<file path="src/rtl/gld_pkg.sv">
`timescale 1ns / 1ps
`default_nettype none
package gld_pkg;

	localparam int MAX_CODE_BITS_DEF = 12;
	localparam int TABLE_DEPTH_DEF   = 4096;

	// Result status codes.
	typedef enum logic [2:0] {
		ST_PIXEL   = 3'd0,
		ST_NEED    = 3'd1,
		ST_TAKEN   = 3'd2,
		ST_REFUSED = 3'd3,
		ST_END     = 3'd4,
		ST_EXTRA   = 3'd5,
		ST_EARLY   = 3'd6
	} status_t;

	// Configuration register indexes.
	localparam logic [1:0] REG_MIN_SIZE = 2'd0;
	localparam logic [1:0] REG_WIDTH    = 2'd1;
	localparam logic [1:0] REG_HEIGHT   = 2'd2;

	localparam logic OP_PULL = 1'b1;

	// One queued input word after classification.
	typedef struct packed {
		logic       is_pull;
		logic [7:0] data_byte;
	} item_t;

	// Effective LZW minimum code size after saturation.
	function automatic logic [3:0] eff_min(input logic [3:0] m_in, input int mcb,
			input int depth);
		logic [3:0] m;
		m = m_in;
		if (m < 4'd2) m = 4'd2;
		if (m > 4'd9) m = 4'd9;
		if (int'(m) > mcb - 1) m = 4'(mcb - 1);
		for (int i = 0; i < 8; i++) begin
			if (m > 4'd2 && ((1 << m) + 2) > depth) m = m - 4'd1;
		end
		return m;
	endfunction

endpackage
`default_nettype wire

</file>
<file path="src/rtl/gld_front.sv">
`timescale 1ns / 1ps
`default_nettype none
module gld_front (
	input  wire              clk,
	input  wire              arst_n,
	input  wire              in_valid,
	output logic             in_stall,
	input  wire              op,
	input  wire  [7:0]       data_byte,
	output logic             q_valid,
	output gld_pkg::item_t   q_item,
	input  wire              q_take
);
	import gld_pkg::*;

	item_t       ent_q [2];
	logic        wp_q, rp_q;
	logic [1:0]  cnt_q;
	logic        wr_en;

	assign in_stall = (cnt_q == 2'd2);
	assign wr_en    = in_valid && !in_stall;
	assign q_valid  = (cnt_q != 2'd0);
	assign q_item   = ent_q[rp_q];

	always_ff @(posedge clk) begin
		if (wr_en) begin
			ent_q[wp_q] <= '{is_pull: (op == OP_PULL), data_byte: data_byte};
		end
	end

	always_ff @(posedge clk or negedge arst_n) begin
		if (!arst_n) begin
			wp_q  <= 1'b0;
			rp_q  <= 1'b0;
			cnt_q <= 2'd0;
		end else begin
			if (wr_en) wp_q <= ~wp_q;
			if (q_take) rp_q <= ~rp_q;
			unique case ({wr_en, q_take})
				2'b10:   cnt_q <= cnt_q + 2'd1;
				2'b01:   cnt_q <= cnt_q - 2'd1;
				default: cnt_q <= cnt_q;
			endcase
		end
	end

	a_no_take_empty: assert property (@(posedge clk) disable iff (!arst_n)
		q_take |-> cnt_q != 2'd0) else $error("queue read while empty");

endmodule
`default_nettype wire

</file>
<file path="config.mk">
export PLATFORM = sky130hd
export DESIGN_NAME = gld_front
export DESIGN_NICKNAME = d
export VERILOG_FILES = /design/src/rtl/gld_pkg.sv /design/src/rtl/gld_front.sv
export SDC_FILE = /design/constraint.sdc
export NUM_CORES = 1
export LEC_CHECK = 0
export BUFFER_PORTS_ARGS = -buffer_cell sky130_fd_sc_hd__buf_2
export CAP_MARGIN = 30
export CORE_UTILIZATION = 43
export CTS_CLUSTER_DIAMETER = 200
export DETAILED_ROUTE_END_ITERATION = 16
export GPL_ROUTABILITY_DRIVEN = 0
export PLACE_DENSITY = 0.68
export SETUP_SLACK_MARGIN = 0.3
export SKIP_LAST_GASP = 1
export SYNTH_ARGS = -nofsm -noshare
export SYNTH_HDL_FRONTEND = slang
export SYNTH_SLANG_ARGS = --single-unit
</file>
<file path="constraint.sdc">
create_clock -name clk -period 1.9 [get_ports clk]
set_input_delay 0.38 -clock clk [delete_from_list [all_inputs] [get_ports clk]]
set_output_delay 0.38 -clock clk [all_outputs]
set_load 0.03 [all_outputs]
</file>
* Word-level counts from Yosys, hierarchy flattened
Memories as Yosys holds them, arrays and structs flattened. Cells that the tools add are included.
Operators by class: $add $sub $neg 2, eq/ne operators 3, multiplexer cells 3, bitwise gates (word level) 2, reduce and logical (&&, ||, !) cells 4
Operator list (count):
- 2-bit equality test (second input constant) | 2
- 2-bit one-hot mux with 2 select lines | 1
- 2-bit nonzero test | 2
- 2-bit by 1-bit adder with 2-bit output (second input constant) | 1
- 2-bit by 1-bit equality test with 1-bit output (second input constant) | 1
- 1-bit two-way mux | 2
- 1-bit inverter | 2
- 2-bit by 1-bit subtractor with 2-bit output (second input constant) | 1
- 1-bit logical AND | 1
- 1-bit zero test | 1
Word-level totals: bits in registers 4, RAM bits 18, bits of input ports 13, output and inout bits 11, logic and storage cells 18, memories 1
Memories:
- ent_q | words 2, bits a word 9, read ports 1, clocked after memory_dff 0, write ports 1, RTL line gld_front.sv:16 | item_t ent_q [2];

* Logic depth before layout (Yosys ltp)
depth after elaboration 5, mapped depth 6, mapped depth without buffers 6

* Least setup slack after synthesis
No wires, ideal clock.
path type register to register, from register cnt_q[0], to memory ent_q[0][0] (netlist name) (enable), library setup time 0.374 ns, data arrival time 1.024 ns, required time 1.526 ns, path slack 0.502 ns, stages on the path, launching flop included 4, buffers on the path 0, clock period less this slack 1.398 ns, cells stage by stage dfrtp_1 nand2b_1 nand2_2 nor2_1
Between the ends: longest elaborated chain between the ends 5
Ends and longest elaborated chain:
- from (decl) | RTL line gld_front.sv:18 | logic [1:0] cnt_q;
- from (signal assigned) | RTL line gld_front.sv:41 | 2'b10: cnt_q <= cnt_q + 2'd1;
- from (signal assigned) | RTL line gld_front.sv:42 | 2'b01: cnt_q <= cnt_q - 2'd1;
- from (signal assigned) | RTL line gld_front.sv:43 | default: cnt_q <= cnt_q;
- 2-bit equality test | RTL line gld_front.sv:21 | assign in_stall = (cnt_q == 2'd2);
- 1-bit zero test | RTL line gld_front.sv:22 | assign wr_en = in_valid && !in_stall;
- 1-bit logical AND | RTL line gld_front.sv:22
- 1-bit two-way mux | RTL line gld_front.sv:27 | if (wr_en) begin
- 1-bit two-way mux (implied by the code) | RTL line gld_front.sv:28 | ent_q[wp_q] <= '{is_pull: (op == OP_PULL), data_byte: data_byte};
- to (decl) | RTL line gld_front.sv:16
No other way between the ends.

==> metrics.txt <==
status=completed; worst skew pair latency=0.30 ns; RSZ-0062 raised after global routing=true; startpoint-to-endpoint class of the critical path=flip-flop to output port; maximum cell stage delay along the critical path=0.43 ns; Fin Clk Skew=0.00644 ns; post-route total power=1.99 mW; count of cells along the worst hold path=1; overall die area=2130 um2; antenna-violating nets left=0; CP Launch Type=flip-flop; Final HPWL DP=843 um; vertical extent of the die=46.2 um; via-per-instance ratio=4.54; CP Data Required Time=1.52 ns; final critical-path required period=1.68 ns; drt total wl=1.22 mm; starting utilization of the core area=0.471; Overall Global Routing Usage=0.132; sequential-to-total area share from yosys stat=0.763; flops & latches, synth=22; cell seen most often among critical-path stages=buf_6; area share of the largest cell type after synthesis=0.644; endpoint arrival time on the critical path=1.30 ns; R2R depth=4; final design utilization=0.658; number of hold-slack violations in the final timing report=0; Port Buffer Count=23; CTS tree=done; r2r endpoint=ent_q[0][2]; launch instance of the worst register-to-register path=cnt_q[0]; initial antenna violation count=0; Storage cell area=642 um2; Placed Area=988 um2; CP Launch Point=rp_q; Inserted Diodes=0; capture point of the worst path=q_item[4]; nets@finish=91; via count=459; Max transition margin=0.723; setup tns final=0 ns; root cell of the clock tree=clkbuf_4; Die X=46.2 um; vias in the first global route=428; leakage component of the power=0.498 nW; number of H-tree levels=1; buffers from clock root to sink, at most=2; worst-margin pin slew=0.416 ns; layout filler cell count=129; highest attainable clock frequency=597 MHz; maximum fanout along the worst path=5; Std-Cell Rows=15; chain of cells forming the critical path=buf_6 -> mux2_4 -> buf_6; synthesized area per cell=18.7 um2; aggregate global routing overflow=0; Synth Net Count=59; type of element capturing the critical path=output port; pin count of the biggest net entering global routing=14; total clock buffers created by CTS=3; total iterations of the first detailed-routing run=2; Final setup viols=0; Placeable Area=1780 um2; reported max-cap violation count=0; cell types with the largest area share after synthesis=edfxtp_1 64%, mux2_1 12%, dfrtp_1 12%, xnor2_1 3.1%, xor2_1 2.1%; count of warnings emitted by yosys=0; TritonCTS Sinks=22; worst-path cell with the longest stage delay=dfrtp_2; drt initial violations=3; r2r setup slk=0.44 ns; Syn Std Cell Area=840 um2; DRC errors left=0; routed wirelength normalized by instance count=12.1 um; largest area contributor in the netlist=edfxtp_1; final std cell area, no fill=1170 um2; post-route fraction of the period consumed by the critical path=0.882; global-route wire length before repair=1.85 mm; area added between synthesis and finish=39.6%; clock input transition at the sequential cells of the worst setup and hold paths=0.12 ns; Synth cell types=13; classification of the worst-slack hold path=input port to flip-flop; Peak supply drop=0.870 mV; total count of max-transition violations in the final report=0; power per cell area=1700 nW/um2; multi-input logic area=224 um2; fraction of final layout cells with drive strength greater than 1=0.553; ports placed on the boundary=24; count of mapped cells out of synthesis=45
[repair_timing]
| item | in CTS | in global routing |
|---|---|---|
| setup endpoints to repair | 9 | 9 |
| setup buffers | 3 | 0 |
| gates resized for setup | 31 | 0 |
| endpoints found under the hold margin | 4 | 0 |
| gates cloned | 0 | 0 |
| hold buffers | 1 | 0 |
[routing by layer]
| layer | share of wire | GRT usage |
|---|---|---|
| met1 | 0.41 | 0.176 |
| met2 | 0.53 | 0.194 |
| met3 | 0.056 | 0.0392 |
| met4 | 0.0041 | 0.0706 |
| met5 | 0 | 0 |
[placed cells by master, fill, tap and decap left out]
cell type,n
dlygate4sd3_1,1
xor2_1,2
xnor2_1,3
buf_2,14
inv_1,1
mux2_4,9
and3_1,1
buf_4,2
dfrtp_2,1
nand2_2,1
clkbuf_4,3
or2_1,1
nor2_1,2
bufinv_16,1
nand2b_1,1
dfrtp_1,3
buf_6,11
edfxtp_1,18
ha_1,1
[worst min path at each step]
stage	from	endpoint	slack [ns]
floorplan	arst_n	cnt_q[0]	0.08
global placement	arst_n	cnt_q[1]	0.19
detailed placement	arst_n	cnt_q[1]	0.19
CTS	op	ent_q[0][8]	0.25
global route	data_byte[4]	ent_q[1][4]	0.24
finish	op	ent_q[1][8]	0.26
[Yosys cell counts]
cell type / number
inv_1: 1
dfrtp_1: 4
nor2_1: 2
buf_2: 1
or2_1: 1
xnor2_1: 3
nand2_2: 1
xor2_1: 2
edfxtp_1: 18
mux2_1: 9
and3_1: 1
ha_1: 1
nand2b_1: 1
[report_power, final]
part / switching, mW / leakage (nW) / internal [mW]
logic: 0.462 / 0.257 / 0.455
clock network: 0.130 / 0.0279 / 0.213
registers: 0.0580 / 0.213 / 0.673
[per-stage QoR]
stage / cells / hold slack, ns / worst slack (ns)
after floorplan: 45 / 0.0844 / 0.502
after global placement: 93 / 0.192 / 0.386
after detailed placement: 93 / 0.193 / 0.367
after CTS: 101 / 0.251 / 0.209
after global routing: 101 / 0.237 / 0.178
final: 101 / 0.260 / 0.224
[cell families after synthesis]
group,count (synthesis),share of synthesized area
buffers and inverters,2,0.0104
flip-flops,22,0.763
adder cells (fa/ha/maj),1,0.0149
AND/OR/NAND/NOR,6,0.0388
XOR/XNOR,5,0.0522
multiplexers,9,0.121
[worst max-delay path: cells and delay by family (launching register included)]
family | cells | cell delay (ns)
buffers and inverters | 2 | 0.28
DFF | 1 | 0.43
muxes | 1 | 0.30
[area by class of cell]
cell class / instances / area share
clock buffer: 3 / 0.0192
clock inverter: 1 / 0.0256
inverter: 1 / 0.00320
multi-input combinational: 21 / 0.191
sequential: 22 / 0.547
tap: 25 / 0.0267
timing repair buffer: 28 / 0.187
[sequential cells by signal, summed over array words and instances (netlist names)]
name   count
ent_q     18
cnt_q      2
rp_q       1
wp_q       1
Note: power is estimated with default switching activity, not from simulation.
